<file path="config.mk">
export PLATFORM = sky130hd
export DESIGN_NAME = security_mode_transition_guard
export DESIGN_NICKNAME = d
export VERILOG_FILES = /design/src/smtg_pkg.sv /design/src/smtg_front.sv /design/src/smtg_queue.sv /design/src/smtg_back.sv /design/src/security_mode_transition_guard.sv
export SDC_FILE = /design/constraint.sdc
export NUM_CORES = 1
export LEC_CHECK = 0
export BUFFER_PORTS_ARGS = -buffer_cell sky130_fd_sc_hd__buf_4
export CAP_MARGIN = 20
export CORE_ASPECT_RATIO = 1.2
export CORE_MARGIN = 2
export CORE_UTILIZATION = 60
export DETAILED_ROUTE_END_ITERATION = 8
export GPL_TIMING_DRIVEN = 1
export PLACE_DENSITY = 0.79
export SETUP_SLACK_MARGIN = 0.3
export SLEW_MARGIN = 25
export SYNTH_ARGS = -nofsm -noshare
export SYNTH_HDL_FRONTEND = slang
export SYNTH_SLANG_ARGS = --single-unit
</file>
<file path="constraint.sdc">
create_clock -name clk -period 8.4 [get_ports clk]
set_clock_uncertainty 0.2 [all_clocks]
set_input_delay 0.84 -clock clk [delete_from_list [all_inputs] [get_ports clk]]
set_output_delay 0.84 -clock clk [all_outputs]
set_load 0.03 [all_outputs]
</file>
<file path="src/smtg_pkg.sv">
`timescale 1ns / 1ps

package smtg_pkg;

  // Security modes
  localparam logic [2:0] SM_VOID     = 3'd0;
  localparam logic [2:0] SM_CASUAL   = 3'd1;
  localparam logic [2:0] SM_SECURE   = 3'd2;
  localparam logic [2:0] SM_LOCKDOWN = 3'd3;
  localparam logic [2:0] SM_GHOST    = 3'd4;

  // Requester classes
  localparam logic [1:0] RQ_USER   = 2'd0;
  localparam logic [1:0] RQ_DAEMON = 2'd1;
  localparam logic [1:0] RQ_KERNEL = 2'd2;
  localparam logic [1:0] RQ_OTHER  = 2'd3;

  // Authorisation flag bit positions
  localparam int AUTH_PASS   = 0;
  localparam int AUTH_KEY    = 2;
  localparam int AUTH_COOL   = 3;
  localparam int AUTH_PROMPT = 4;
  localparam int AUTH_DEESC  = 5;
  localparam int AUTH_AUTO   = 6;
  localparam int AUTH_BOOT   = 7;

  // Result status
  localparam logic [1:0] ST_ACCEPTED = 2'd0;
  localparam logic [1:0] ST_REJECTED = 2'd1;
  localparam logic [1:0] ST_SAME     = 2'd2;

  // Reject reasons
  localparam logic [3:0] R_NONE   = 4'd0;
  localparam logic [3:0] R_TARGET = 4'd1;
  localparam logic [3:0] R_BOOT   = 4'd3;
  localparam logic [3:0] R_EDGE   = 4'd4;
  localparam logic [3:0] R_AUTH   = 4'd5;
  localparam logic [3:0] R_PROMPT = 4'd6;
  localparam logic [3:0] R_COOL   = 4'd7;
  localparam logic [3:0] R_KEY    = 4'd8;
  localparam logic [3:0] R_DEESC  = 4'd9;
  localparam logic [3:0] R_LIMIT  = 4'd10;

  // Configuration register indexes
  localparam logic [1:0] REG_SECURE_COOLDOWN = 2'd0;
  localparam logic [1:0] REG_DEESC_WINDOW    = 2'd1;
  localparam logic [1:0] REG_RETRY_LIMIT     = 2'd2;

  // Register reset values
  localparam logic [15:0] SECURE_COOLDOWN_RST = 16'd2400;
  localparam logic [15:0] DEESC_WINDOW_RST    = 16'd300;
  localparam logic [3:0]  RETRY_LIMIT_RST     = 4'd3;

  localparam int QUEUE_DEPTH_DEF = 2;

  // Classified request, as held in the queue
  typedef struct packed {
    logic [2:0]  tgt;
    logic        tgt_bad;
    logic        is_user;
    logic        is_daemon;
    logic        is_kernel;
    logic        ovr;
    logic [7:0]  auth;
    logic [63:0] tick;
  } req_t;

  // Configuration register set
  typedef struct packed {
    logic [15:0] secure_cooldown;
    logic [15:0] deesc_window;
    logic [3:0]  retry_limit;
  } cfg_t;

  // Default flag set for each requester class
  function automatic logic [7:0] dflt_auth(input logic [1:0] rq);
    logic [7:0] a;
    case (rq)
      RQ_USER:   a = 8'h0F;
      RQ_DAEMON: a = 8'h39;
      RQ_KERNEL: a = 8'hE8;
      RQ_OTHER:  a = 8'h00;
      default:   a = 8'h00;
    endcase
    return a;
  endfunction

endpackage

</file>
<file path="src/smtg_front.sv">
`timescale 1ns / 1ps

module smtg_front import smtg_pkg::*; (
  input  logic        in_valid,
  output logic        in_ready,
  input  logic [2:0]  in_target,
  input  logic [1:0]  in_requester,
  input  logic [7:0]  in_auth_mask,
  input  logic        in_use_default_auth,
  input  logic [63:0] in_tick,
  input  logic        q_full,
  output logic        q_push,
  output req_t        q_data
);

  logic [7:0] auth;

  // Take a transaction whenever the queue has room
  assign in_ready = !q_full;
  assign q_push   = in_valid && !q_full;

  // Resolve the flag set and decode the requester
  always_comb begin
    auth = in_use_default_auth ? dflt_auth(in_requester) : in_auth_mask;
    q_data.tgt       = in_target;
    q_data.tgt_bad   = (in_target < SM_CASUAL) || (in_target > SM_GHOST);
    q_data.is_user   = in_requester == RQ_USER;
    q_data.is_daemon = in_requester == RQ_DAEMON;
    q_data.is_kernel = in_requester == RQ_KERNEL;
    q_data.ovr       = (in_requester == RQ_KERNEL) && auth[AUTH_AUTO];
    q_data.auth      = auth;
    q_data.tick      = in_tick;
  end

endmodule

</file>
<file path="src/smtg_queue.sv">
`timescale 1ns / 1ps

module smtg_queue import smtg_pkg::*; #(
  parameter int DEPTH = QUEUE_DEPTH_DEF
) (
  input  logic clk,
  input  logic rst_n,
  input  logic push,
  input  req_t push_data,
  output logic full,
  input  logic pop,
  output logic head_valid,
  output req_t head
);

  localparam int PW = (DEPTH > 1) ? $clog2(DEPTH) : 1;
  localparam int CW = $clog2(DEPTH + 1);

  req_t          mem_r [DEPTH];
  logic [PW-1:0] wr_ptr_r, wr_ptr_nxt;
  logic [PW-1:0] rd_ptr_r, rd_ptr_nxt;
  logic [CW-1:0] cnt_r, cnt_nxt;
  logic          do_pop;

  assign full       = cnt_r == CW'(DEPTH);
  assign head_valid = cnt_r != '0;
  assign head       = mem_r[rd_ptr_r];
  assign do_pop     = pop && head_valid;

  // Pointer and fill count
  always_comb begin
    wr_ptr_nxt = wr_ptr_r;
    rd_ptr_nxt = rd_ptr_r;
    cnt_nxt    = cnt_r;
    if (push) begin
      wr_ptr_nxt = (wr_ptr_r == PW'(DEPTH - 1)) ? '0 : wr_ptr_r + 1'b1;
    end
    if (do_pop) begin
      rd_ptr_nxt = (rd_ptr_r == PW'(DEPTH - 1)) ? '0 : rd_ptr_r + 1'b1;
    end
    if (push && !do_pop) begin
      cnt_nxt = cnt_r + 1'b1;
    end else if (do_pop && !push) begin
      cnt_nxt = cnt_r - 1'b1;
    end
  end

  always_ff @(posedge clk) begin
    if (!rst_n) begin
      wr_ptr_r <= '0;
      rd_ptr_r <= '0;
      cnt_r    <= '0;
    end else begin
      wr_ptr_r <= wr_ptr_nxt;
      rd_ptr_r <= rd_ptr_nxt;
      cnt_r    <= cnt_nxt;
    end
  end

  // Entry storage
  always_ff @(posedge clk) begin
    if (push) begin
      mem_r[wr_ptr_r] <= push_data;
    end
  end

endmodule

</file>
<file path="src/smtg_back.sv">
`timescale 1ns / 1ps

module smtg_back import smtg_pkg::*; (
  input  logic        clk,
  input  logic        rst_n,
  input  cfg_t        cfg,
  input  logic        q_valid,
  input  req_t        head,
  output logic        q_pop,
  output logic        out_valid,
  input  logic        out_ready,
  output logic [1:0]  out_status,
  output logic [3:0]  out_reason,
  output logic [2:0]  out_mode_now,
  output logic [2:0]  out_mode_before,
  output logic [4:0]  out_mode_onehot,
  output logic [63:0] out_epoch_now,
  output logic        out_reboot_request,
  output logic        out_persist_write,
  output logic [2:0]  out_persist_mode,
  output logic        out_tlb_flush
);

  // Mode state
  logic [2:0]  cur_r, cur_nxt;
  logic [2:0]  prev_r, prev_nxt;
  logic [4:0]  onehot_r, onehot_nxt;
  logic [63:0] ent_secure_r, ent_secure_nxt;
  logic [63:0] ent_lock_r, ent_lock_nxt;
  logic [3:0]  fail_cnt_r, fail_cnt_nxt;
  logic [63:0] epoch_r, epoch_nxt;

  // Result register
  logic        out_valid_r;
  logic [1:0]  status_r, status_nxt;
  logic [3:0]  reason_r, reason_nxt;
  logic        reboot_r, reboot_nxt;
  logic        pw_r, pw_nxt;
  logic [2:0]  pm_r, pm_nxt;
  logic        flush_r, flush_nxt;

  // Judgement
  logic [63:0] diff_cool, diff_deesc;
  logic        cool_short, deesc_short;
  logic [3:0]  fail_inc;
  logic [3:0]  judge_reason;
  logic        fail_bump, limit_hit;
  logic        u, d, k, ovr, pass;
  logic        judged, accept;

  assign q_pop = q_valid && (!out_valid_r || out_ready);

  // Edge rules against the current mode
  always_comb begin
    u    = head.is_user;
    d    = head.is_daemon;
    k    = head.is_kernel;
    ovr  = head.ovr;
    pass = head.auth[AUTH_PASS];
    diff_cool   = head.tick - ent_secure_r;
    diff_deesc  = head.tick - ent_lock_r;
    cool_short  = diff_cool < {48'd0, cfg.secure_cooldown};
    deesc_short = diff_deesc < {48'd0, cfg.deesc_window};
    fail_inc    = (fail_cnt_r == 4'hF) ? 4'hF : fail_cnt_r + 4'd1;
    judge_reason = R_EDGE;
    fail_bump    = 1'b0;
    limit_hit    = 1'b0;
    case (cur_r)
      SM_VOID: begin
        if (head.tgt == SM_CASUAL) begin
          judge_reason = R_NONE;
        end else if (head.auth[AUTH_BOOT] &&
                     (head.tgt == SM_SECURE || head.tgt == SM_LOCKDOWN)) begin
          judge_reason = R_NONE;
        end else begin
          judge_reason = R_BOOT;
        end
      end
      SM_CASUAL: begin
        if (head.tgt == SM_SECURE) begin
          judge_reason = (u || d || k) ? R_NONE : R_EDGE;
        end else if (head.tgt == SM_LOCKDOWN) begin
          if (!(u || d || ovr)) begin
            judge_reason = R_EDGE;
          end else if (!pass && !ovr) begin
            judge_reason = R_AUTH;
            if (d) begin
              fail_bump = 1'b1;
              if (fail_inc >= cfg.retry_limit) begin
                limit_hit    = 1'b1;
                judge_reason = R_LIMIT;
              end
            end
          end else if (d && !head.auth[AUTH_PROMPT]) begin
            judge_reason = R_PROMPT;
          end else begin
            judge_reason = R_NONE;
          end
        end else if (head.tgt == SM_GHOST) begin
          if (!u) begin
            judge_reason = R_EDGE;
          end else begin
            judge_reason = pass ? R_NONE : R_AUTH;
          end
        end
      end
      SM_SECURE: begin
        if (head.tgt == SM_CASUAL) begin
          if (!(u || d || ovr)) begin
            judge_reason = R_EDGE;
          end else if (cool_short && !head.auth[AUTH_COOL]) begin
            judge_reason = R_COOL;
          end else begin
            judge_reason = (pass || ovr) ? R_NONE : R_AUTH;
          end
        end else if (head.tgt == SM_LOCKDOWN) begin
          if (!(u || d || ovr)) begin
            judge_reason = R_EDGE;
          end else begin
            judge_reason = (pass || ovr) ? R_NONE : R_AUTH;
          end
        end else if (head.tgt == SM_GHOST) begin
          judge_reason = (u || d || k) ? R_NONE : R_EDGE;
        end
      end
      SM_LOCKDOWN: begin
        if (head.tgt == SM_SECURE) begin
          if (!(u || d || ovr)) begin
            judge_reason = R_EDGE;
          end else if (u) begin
            judge_reason = head.auth[AUTH_KEY] ? R_NONE : R_KEY;
          end else if (deesc_short && !head.auth[AUTH_DEESC]) begin
            judge_reason = R_DEESC;
          end else if (!pass || !head.auth[AUTH_PROMPT]) begin
            judge_reason = ovr ? R_NONE : R_PROMPT;
          end else begin
            judge_reason = R_NONE;
          end
        end
      end
      SM_GHOST: begin
        if (head.tgt == SM_SECURE) begin
          if (!(u || ovr)) begin
            judge_reason = R_EDGE;
          end else begin
            judge_reason = (pass || ovr) ? R_NONE : R_AUTH;
          end
        end else if (head.tgt == SM_LOCKDOWN) begin
          judge_reason = (k || d) ? R_NONE : R_EDGE;
        end
      end
      default: judge_reason = R_EDGE;
    endcase
  end

  // Result and next state
  always_comb begin
    judged = (head.tgt != cur_r) && !head.tgt_bad;
    accept = judged && (judge_reason == R_NONE);
    cur_nxt        = cur_r;
    prev_nxt       = prev_r;
    onehot_nxt     = onehot_r;
    ent_secure_nxt = ent_secure_r;
    ent_lock_nxt   = ent_lock_r;
    fail_cnt_nxt   = fail_cnt_r;
    epoch_nxt      = epoch_r;
    status_nxt     = ST_ACCEPTED;
    reason_nxt     = R_NONE;
    reboot_nxt     = 1'b0;
    pw_nxt         = 1'b0;
    pm_nxt         = SM_VOID;
    flush_nxt      = 1'b0;
    if (head.tgt == cur_r) begin
      status_nxt = ST_SAME;
    end else if (head.tgt_bad) begin
      status_nxt = ST_REJECTED;
      reason_nxt = R_TARGET;
    end else if (!accept) begin
      status_nxt = ST_REJECTED;
      reason_nxt = judge_reason;
      if (fail_bump) begin
        fail_cnt_nxt = fail_inc;
      end
      if (limit_hit) begin
        reboot_nxt = 1'b1;
        pw_nxt     = 1'b1;
        pm_nxt     = SM_LOCKDOWN;
      end
    end else begin
      prev_nxt   = cur_r;
      cur_nxt    = head.tgt;
      onehot_nxt = 5'(5'd1 << head.tgt);
      epoch_nxt  = epoch_r + 64'd1;
      flush_nxt  = (head.tgt == SM_GHOST) || (cur_r == SM_GHOST);
      if (head.tgt == SM_SECURE) begin
        ent_secure_nxt = head.tick;
      end
      if (head.tgt == SM_LOCKDOWN) begin
        ent_lock_nxt = head.tick;
        fail_cnt_nxt = 4'd0;
      end
      if (head.tgt != SM_GHOST) begin
        pw_nxt = 1'b1;
        pm_nxt = head.tgt;
      end
    end
  end

  // Control state and output valid
  always_ff @(posedge clk) begin
    if (!rst_n) begin
      cur_r        <= SM_VOID;
      prev_r       <= SM_VOID;
      onehot_r     <= '0;
      ent_secure_r <= '0;
      ent_lock_r   <= '0;
      fail_cnt_r   <= '0;
      epoch_r      <= 64'd1;
      out_valid_r  <= 1'b0;
    end else begin
      if (q_pop) begin
        cur_r        <= cur_nxt;
        prev_r       <= prev_nxt;
        onehot_r     <= onehot_nxt;
        ent_secure_r <= ent_secure_nxt;
        ent_lock_r   <= ent_lock_nxt;
        fail_cnt_r   <= fail_cnt_nxt;
        epoch_r      <= epoch_nxt;
        out_valid_r  <= 1'b1;
      end else if (out_ready) begin
        out_valid_r  <= 1'b0;
      end
    end
  end

  // Result payload
  always_ff @(posedge clk) begin
    if (q_pop) begin
      status_r <= status_nxt;
      reason_r <= reason_nxt;
      reboot_r <= reboot_nxt;
      pw_r     <= pw_nxt;
      pm_r     <= pm_nxt;
      flush_r  <= flush_nxt;
    end
  end

  assign out_valid          = out_valid_r;
  assign out_status         = status_r;
  assign out_reason         = reason_r;
  assign out_mode_now       = cur_r;
  assign out_mode_before    = prev_r;
  assign out_mode_onehot    = onehot_r;
  assign out_epoch_now      = epoch_r;
  assign out_reboot_request = reboot_r;
  assign out_persist_write  = pw_r;
  assign out_persist_mode   = pm_r;
  assign out_tlb_flush      = flush_r;

endmodule

</file>
<file path="src/security_mode_transition_guard.sv">
`timescale 1ns / 1ps

// Channel    Handshake           Payload
// in_        in_valid/in_ready   target, requester, auth_mask, use_default_auth, tick
// out_       out_valid/out_ready status, reason, mode_now/before/onehot, epoch_now, ...
// config     psel/penable/pwrite secure_cooldown @0, lockdown_deesc_window @4, retry_limit @8
//
// One transaction per cycle sustained while out_ready holds; between input and result lie
// the request queue and then the result register in the judging stage.
// The queue takes a transaction while a result waits, so up to QUEUE_DEPTH transactions
// can be held in the queue, beside the one in the result register, when the output stalls.
// Reset (rst_n, synchronous) puts the mode in void, the epoch at one and the registers
// at their defaults; no clearing pass is needed.
module security_mode_transition_guard import smtg_pkg::*; #(
  parameter int QUEUE_DEPTH = QUEUE_DEPTH_DEF
) (
  input  logic        clk,
  input  logic        rst_n,
  input  logic        in_valid,
  output logic        in_ready,
  input  logic [2:0]  in_target,
  input  logic [1:0]  in_requester,
  input  logic [7:0]  in_auth_mask,
  input  logic        in_use_default_auth,
  input  logic [63:0] in_tick,
  output logic        out_valid,
  input  logic        out_ready,
  output logic [1:0]  out_status,
  output logic [3:0]  out_reason,
  output logic [2:0]  out_mode_now,
  output logic [2:0]  out_mode_before,
  output logic [4:0]  out_mode_onehot,
  output logic [63:0] out_epoch_now,
  output logic        out_reboot_request,
  output logic        out_persist_write,
  output logic [2:0]  out_persist_mode,
  output logic        out_tlb_flush,
  input  logic        psel,
  input  logic        penable,
  input  logic        pwrite,
  input  logic [3:0]  paddr,
  input  logic [31:0] pwdata,
  output logic [31:0] prdata,
  output logic        pready
);

  cfg_t       cfg_r;
  logic       cfg_wr;
  logic [1:0] cfg_idx;
  logic       q_full, q_push, q_pop, q_valid;
  req_t       q_data, q_head;

  // Configuration registers
  assign pready  = 1'b1;
  assign cfg_wr  = psel && penable && pwrite;
  assign cfg_idx = paddr[3:2];

  always_ff @(posedge clk) begin
    if (!rst_n) begin
      cfg_r.secure_cooldown <= SECURE_COOLDOWN_RST;
      cfg_r.deesc_window    <= DEESC_WINDOW_RST;
      cfg_r.retry_limit     <= RETRY_LIMIT_RST;
    end else if (cfg_wr) begin
      case (cfg_idx)
        REG_SECURE_COOLDOWN: cfg_r.secure_cooldown <= pwdata[15:0];
        REG_DEESC_WINDOW:    cfg_r.deesc_window    <= pwdata[15:0];
        REG_RETRY_LIMIT:     cfg_r.retry_limit     <= pwdata[3:0];
        default: ;
      endcase
    end
  end

  // Register read-back
  always_comb begin
    case (cfg_idx)
      REG_SECURE_COOLDOWN: prdata = {16'd0, cfg_r.secure_cooldown};
      REG_DEESC_WINDOW:    prdata = {16'd0, cfg_r.deesc_window};
      REG_RETRY_LIMIT:     prdata = {28'd0, cfg_r.retry_limit};
      default:             prdata = '0;
    endcase
  end

  smtg_front u_front (
    .in_valid            (in_valid),
    .in_ready            (in_ready),
    .in_target           (in_target),
    .in_requester        (in_requester),
    .in_auth_mask        (in_auth_mask),
    .in_use_default_auth (in_use_default_auth),
    .in_tick             (in_tick),
    .q_full              (q_full),
    .q_push              (q_push),
    .q_data              (q_data)
  );

  smtg_queue #(
    .DEPTH (QUEUE_DEPTH)
  ) u_queue (
    .clk        (clk),
    .rst_n      (rst_n),
    .push       (q_push),
    .push_data  (q_data),
    .full       (q_full),
    .pop        (q_pop),
    .head_valid (q_valid),
    .head       (q_head)
  );

  smtg_back u_back (
    .clk                (clk),
    .rst_n              (rst_n),
    .cfg                (cfg_r),
    .q_valid            (q_valid),
    .head               (q_head),
    .q_pop              (q_pop),
    .out_valid          (out_valid),
    .out_ready          (out_ready),
    .out_status         (out_status),
    .out_reason         (out_reason),
    .out_mode_now       (out_mode_now),
    .out_mode_before    (out_mode_before),
    .out_mode_onehot    (out_mode_onehot),
    .out_epoch_now      (out_epoch_now),
    .out_reboot_request (out_reboot_request),
    .out_persist_write  (out_persist_write),
    .out_persist_mode   (out_persist_mode),
    .out_tlb_flush      (out_tlb_flush)
  );

endmodule

</file>
Yosys cells after proc, flatten, opt, wreduce, memory -nomap -nowiden

Memories as Yosys holds them, arrays and structs flattened. A register that Yosys moved wholly into a read port is not among the register bits.
Index checks and enable logic that the tools add are counted.

Bits in registers: 260
Memories kept: 1
Word-level logic and storage cells: 184
Output and inout bits: 122
Bits in writable memories: 160

Memory list:

| name          | words | width | read ports | clocked after memory_dff | wr ports | RTL line         | source |
|---|---|---|---|---|---|---|---|
| u_queue.mem_r | 2     | 80    | 1          | 1                        | 1        | smtg_queue.sv:19 | `req_t mem_r [DEPTH];` |

Shift operators: 1
Bitwise operators: 3
Mux-type cells: 72
Reductions and logical operators: 54
$lt $le $gt $ge: 5
Equal/unequal tests: 19
Add/subtract/negate cells: 8

Operators by type and width:

| cell                                                               | number |
|---|---|
| 64-bit by 16-bit less-than comparator with 1-bit output            | 2 |
| 64-bit subtractor                                                  | 2 |
| 4-bit two-way mux                                                  | 28 |
| 64-bit by 1-bit adder with 64-bit output (second input constant)   | 1 |
| 16-bit case mux with 3 select lines                                | 1 |
| 8-bit case mux with 4 select lines                                 | 1 |
| 1-bit two-way mux                                                  | 27 |
| 3-bit two-way mux                                                  | 8 |
| 4-bit case mux with 5 select lines                                 | 1 |
| 1-bit logical AND                                                  | 15 |
| 5-bit AND reduction                                                | 3 |
| 3-bit by 2-bit == test with 1-bit output (second input constant)   | 4 |
| 1-bit logical OR                                                   | 11 |
| 1-bit zero test                                                    | 10 |
| 2-bit two-way mux                                                  | 5 |
| 2-bit == test (second input constant)                              | 4 |
| 8-bit two-way mux                                                  | 1 |
| 2-bit nonzero test                                                 | 4 |
| 3-bit by 1-bit == test with 1-bit output (second input constant)   | 2 |
| 3-bit == test (second input constant)                              | 2 |
| 2-bit AND reduction                                                | 3 |
| 3-bit OR reduction                                                 | 2 |
| 1-bit by 3-bit left shift with 5-bit output (first input constant) | 1 |
| 4-bit by 1-bit adder with 4-bit output (second input constant)     | 1 |
| 18 further kinds                                                   | 23 |

Depth between registers and ports, before layout

Depth after elaboration: 14
Depth in mapped cells: 34
Depth with buffers taken out: 26

Hierarchy

A second synthesis with hierarchy kept.

Cells, all modules: 3297
Area, all modules: 28623.7 µm²

Modules (own cells, without submodules):

| module                         | cells each | sequential area each (µm²) | instances | area an instance (µm²) |
|---|---|---|---|---|
| smtg_back                      | 2724       | 4524.3                     | 1         | 20093.0 |
| smtg_queue                     | 271        | 4904.7                     | 1         | 5970.7 |
| security_mode_transition_guard | 206        | 720.7                      | 1         | 1860.5 |
| smtg_front                     | 96         | 0.0                        | 1         | 699.4 |

Worst setup path before layout

OpenSTA, ideal clock, no wires.

Path type: reg2reg
Start point: reg (tool-made name)
End point: reg u_back.epoch_r[61] (netlist: u_back.out_epoch_now[61])
Buffers on the path: 7
Arrival: 7347 ps
Data required time: 8130 ps
Clock period less this slack: 7618 ps
Setup time: 70 ps
Slack: 782 ps
Stages on the path, launching flop included: 33
Path through: dfxtp_1 > clkbuf_1 > buf_1 > buf_1 > clkbuf_1 > clkbuf_1 > mux2_2 > inv_1 > ha_1 > inv_1 > fa_1 > a211oi_2 > o21ai_0 > a22oi_1 > nor2b_1 > xnor2_1 > ha_1 > a21oi_1 > nand2_1 > a222oi_1 > o41ai_1 > nor4_1 > and4_1 > nand4_1 > nor3_1 > nand4_1 > or4_4 > a211oi_2 > nand3_2 > buf_6 > buf_6 > or4_1 > a21oi_1

RTL lines:

| element                | RTL line         | source |
|---|---|---|
| end signal: assignment | smtg_back.sv:228 | `epoch_r <= epoch_nxt;` |
| end: declaration       | smtg_back.sv:31  | `logic [63:0] epoch_r, epoch_nxt;` |

==> metrics list <==
- The flow ran to the end, and the final reports show no timing, DRC or antenna violations.
* Library cell occupying the most area in the post-synthesis netlist: sky130_fd_sc_hd__edfxtp_1
- CP Launch Type: register
- Number of buffers and inverters on the critical path: 3
- The clock net in this run drives a total of 417 sinks.
- Number of placed instances, taps included: 3979
* Worst min-delay path category: in -> reg
- The worst setup path is captured at a register.
- In this run, post-CTS hold repair placed 0 buffers.
- Dominant delay contributor by cell family on the critical path: simple AND/OR/NAND/NOR gates
- Leakage Power: 10.84 nW
- Area added between synthesis and finish: 11.91%
- The routed design has 94.65 mm of wire.
* Signal arrival time at the worst endpoint: 8040 ps
* Ratio of cells with drive above 1 in the final layout: 12.27%
- Setup total negative slack on the finished layout was measured at 0 ps.
- The largest individual stage delay along the critical path comes from the cell sky130_fd_sc_hd__or4_4.
- In this run the count of I/O pins placed on the die edge is 243.
- Violation count after the first detailed-routing iteration: 3101
* Max-slew headroom at the worst pin: 31.56%
* Maximum operating frequency: 129.2 MHz
- Sequential fraction of the synthesis area: 35.85%
- Clock-pin slew was measured on the worst setup and hold paths at 60 ps.
* IR drop worst, VDD: 0.0003103 V
- Number of I/O port buffers: 206
* Count of synthesis-stage warnings from yosys: 0
- Floorplan core area: 45950 um^2
- Final hold violation count: 0
* First-pass DRT Iterations: 8
- Latest clock arrival within the worst-skew pair: 610 ps
- Setup-violating endpoint count in the final report: 0
* Vias in the first global route: 25940
* Fraction of power consumed by sequential logic: 25.1%
* Remaining DRCs: 0
- TritonCTS built the clock tree.
- RD Place Congestion: 1.049
* RSZ-0062 raised after global routing: no
- In this run the worst path has a maximum fanout of 111.
* Number of filler instances in the final layout: 3681
* GRT Residual Overflow: 0
- The number of max-slew violations in the final report is 0.
* Seq cells post-synth: 417
- In the synthesized netlist the dominant register cell turns out to be sky130_fd_sc_hd__dfxtp_1.
* Initial antenna violation count: 0
* Width of the chip: 201.1 um
- PwrDens: 306.4 nW/um^2
- Footprint of the multi-input gates: 16380 um^2
* EDFF count, synth: 168
- The detail route stage leaves a number of antenna-violating nets equal to 0.
* Top cell type's share of synthesized area: 18.03%
* Combinational share of power: 52.8%
* Biggest cell delay along the critical path: 540 ps
* Fin crit period: 7738 ps
- Fraction of registers with async set/reset: 0%
- Net switching is 46.10% of the power.
- The cell area that synthesis handed to floorplanning was 27980 um^2.
* Final worst-path setup slack: 661.6 ps
- Main area contributors after synthesis: sky130_fd_sc_hd__edfxtp_1 (18%), sky130_fd_sc_hd__dfxtp_1 (18%), sky130_fd_sc_hd__ha_1 (7.6%)
- CTS Root Cell: sky130_fd_sc_hd__clkbuf_16
- Transition time at the pin with the least slew margin: 998.0 ps
* Leading cell type in the layout, fill and taps excluded: sky130_fd_sc_hd__a21oi_1
* CTS H-tree depth: 2
* Final HPWL from detailed placement: 70.96 mm
* Max-cap violation count: 0
- Cell internal power was estimated by the tool at 5.170 mW.
- Dividing the detail-routed wire length by the instance count gives 23.28 um.
- Area enclosed by the die boundary: 48380 um^2
- Dividing the synthesized area by the synthesized cell count gives 8.381 um^2.
- Synth cell types: 93
* Num CTS Buffers: 44
* Average via count per standard cell: 6.796
- The clock network burns 22.0% of the power.
- In this run the core area contains 86 standard-cell rows.
- Summed over all nets, the switching power comes to 4.422 mW.
* Cell count after synthesis: 3338
* Initial core utilization: 60.89%
* Storage cell area: 10030 um^2
- Number of cells in the finished layout apart from fillers: 4066
- Vias: 27630
- Kind of critical path: reg -> reg
- The clock passes through at most 3 buffers.
* Final worst path period share: 92.12%
- Before CTS, the worst setup slack after placement is 749.5 ps.
- Global routing usage summed across all routing layers: 37.74%
- Data on the critical path is required at its endpoint by 8700 ps.
- Final net count: 3706
- Leading cell types in the layout, fill and taps excluded: sky130_fd_sc_hd__a21oi_1 (377), sky130_fd_sc_hd__nand2_1 (298), sky130_fd_sc_hd__dfxtp_1 (248)
- The die is 240.5 um tall.
- Largest net degree at the start of global routing: 132
* First-pass GRT wire length: 144.4 mm
==> routing by layer <==
metal	part of all wire (%)	wire [um]	up-vias	GRT usage, %
met2	47	44030	1544	63.74
li1	-	-	12650	-
met5	0	0	-	0
met3	8.4	7957	387	6.184
met4	7.7	7259	0	25.16
met1	37	35410	13050	44.64
==> final cells by class <==
class / instances / area share (%)
Antenna cell: 3 / 0.02398
Clock buffer: 57 / 3.932
Clock inverter: 24 / 1.047
Inverter: 203 / 2.450
Multi-Input combinational cell: 2515 / 52.31
Sequential cell: 417 / 32.05
Tap cell: 616 / 2.462
Timing Repair Buffer: 231 / 5.731
==> worst paths after layout <==
| kind | from | end | slack (ps) | cells past startpoint |
|---|---|---|---|---|
| setup reg to reg | register | u_back.out_epoch_now[35] | 660 | 26 |
| hold / removal | in_tick[47] | u_queue.mem_r[1][47] | 220 | 1 |
| setup / recovery | register | u_back.out_epoch_now[35] | 660 | 26 |
| hold reg to reg | u_back.out_mode_onehot[0] | u_back.out_mode_onehot[0] | 230 | 2 |
==> cell usage after synthesis (6+ instances only) <==
cell type / instances
sky130_fd_sc_hd__a2111oi_0: 10
sky130_fd_sc_hd__a211o_1: 6
sky130_fd_sc_hd__a211oi_1: 94
sky130_fd_sc_hd__a21boi_0: 8
sky130_fd_sc_hd__a21o_1: 28
sky130_fd_sc_hd__a21oi_1: 377
sky130_fd_sc_hd__a221oi_1: 11
sky130_fd_sc_hd__a31oi_1: 20
sky130_fd_sc_hd__and2_1: 20
sky130_fd_sc_hd__and3_1: 31
sky130_fd_sc_hd__and4_1: 13
sky130_fd_sc_hd__buf_1: 6
sky130_fd_sc_hd__buf_2: 38
sky130_fd_sc_hd__buf_4: 18
sky130_fd_sc_hd__clkbuf_1: 154
sky130_fd_sc_hd__dfxtp_1: 249
sky130_fd_sc_hd__edfxtp_1: 168
sky130_fd_sc_hd__ha_1: 171
sky130_fd_sc_hd__inv_1: 202
sky130_fd_sc_hd__mux2_2: 74
sky130_fd_sc_hd__mux2i_1: 39
sky130_fd_sc_hd__nand2_1: 298
sky130_fd_sc_hd__nand2b_1: 20
sky130_fd_sc_hd__nand3_1: 73
sky130_fd_sc_hd__nand4_1: 106
sky130_fd_sc_hd__nor2_1: 215
sky130_fd_sc_hd__nor2b_1: 15
sky130_fd_sc_hd__nor3_1: 57
sky130_fd_sc_hd__nor3b_1: 8
sky130_fd_sc_hd__nor4_1: 88
sky130_fd_sc_hd__o2111ai_1: 10
sky130_fd_sc_hd__o211ai_1: 30
sky130_fd_sc_hd__o21a_1: 31
sky130_fd_sc_hd__o21ai_0: 227
sky130_fd_sc_hd__o21ai_1: 10
sky130_fd_sc_hd__o21bai_1: 16
sky130_fd_sc_hd__o221ai_1: 14
sky130_fd_sc_hd__o31ai_1: 78
sky130_fd_sc_hd__or3_1: 26
sky130_fd_sc_hd__or4_1: 75
sky130_fd_sc_hd__xnor2_1: 41
sky130_fd_sc_hd__xor2_1: 38
==> power by group through the flow <==
stage,sequential (mW),combinational (mW),clock [mW]
finish,2.41,5.07,2.11
detailed placement,2.46,4.82,0
global placement,2.45,4.72,0
floorplan,2.50,3.36,0
CTS,2.42,4.86,2.13
global route,2.43,5.42,2.21
==> logic make-up after synthesis <==
| group | share of synthesized area [%] |
|---|---|
| muxes | 4.374 |
| DFF | 35.85 |
| and+or+nand+nor | 19.82 |
| xor gates and xnor gates | 2.473 |
| buffers and inverters | 6.194 |
| other | 0.02684 |
| AOI/OAI and AO/OA | 23.47 |
| adders and majority gates | 7.791 |
==> registers in the layout, indices dropped and copies added, names as in the netlist, named ones only <==
register and cells:
u_back.out_tlb_flush 1, u_back.out_persist_write 1, u_back.out_epoch_now 64, u_back.ent_lock_r 64, u_back.fail_cnt_r 4, u_back.out_mode_onehot 5
u_back.out_valid 1, u_queue.mem_r 156, u_back.out_reason 4, u_back.out_reboot_request 1, u_back.ent_secure_r 64, u_queue.cnt_r 2
u_back.out_mode_before 3, cfg_r 36, u_back.out_mode_now 3, u_back.out_persist_mode 3, u_queue.wr_ptr_r 1, u_queue.rd_ptr_r 1
u_back.out_status 2
==> worst register-to-register path: cells and delay by family (launching register included) <==
family	cells	cell delay, ps
muxes	1	410
adders and majority gates	3	920
DFF	1	480
xor gates and xnor gates	1	170
AOI/OAI and AO/OA	8	2300
buffers and inverters	3	480
and+or+nand+nor	10	2690
==> stage by stage <==
| step | hold WS (ps) | cell area, um^2 | utilization, % | power (mW) |
|---|---|---|---|---|
| 6_report | 217.0 | 31310 | 68.14 | 9.592 |
| 5_1_grt | 206.1 | 31300 | 68.13 | 10.06 |
| 4_1_cts | 203.2 | 31230 | 67.98 | 9.408 |
| 3_5_place_dp | 226.3 | 29670 | 64.59 | 7.280 |
| 3_3_place_gp | 220.1 | 29650 | 64.54 | 7.162 |
| 2_1_floorplan | 227.6 | 28040 | - | 5.863 |
==> timing repair <==
action                                 4_1_cts  5_1_grt
endpoints found under the hold margin        0        0
setup endpoints to repair                    0      123
setup buffers                                0        2
resized for setup                            0        4
(Power assumes the default switching activity.)
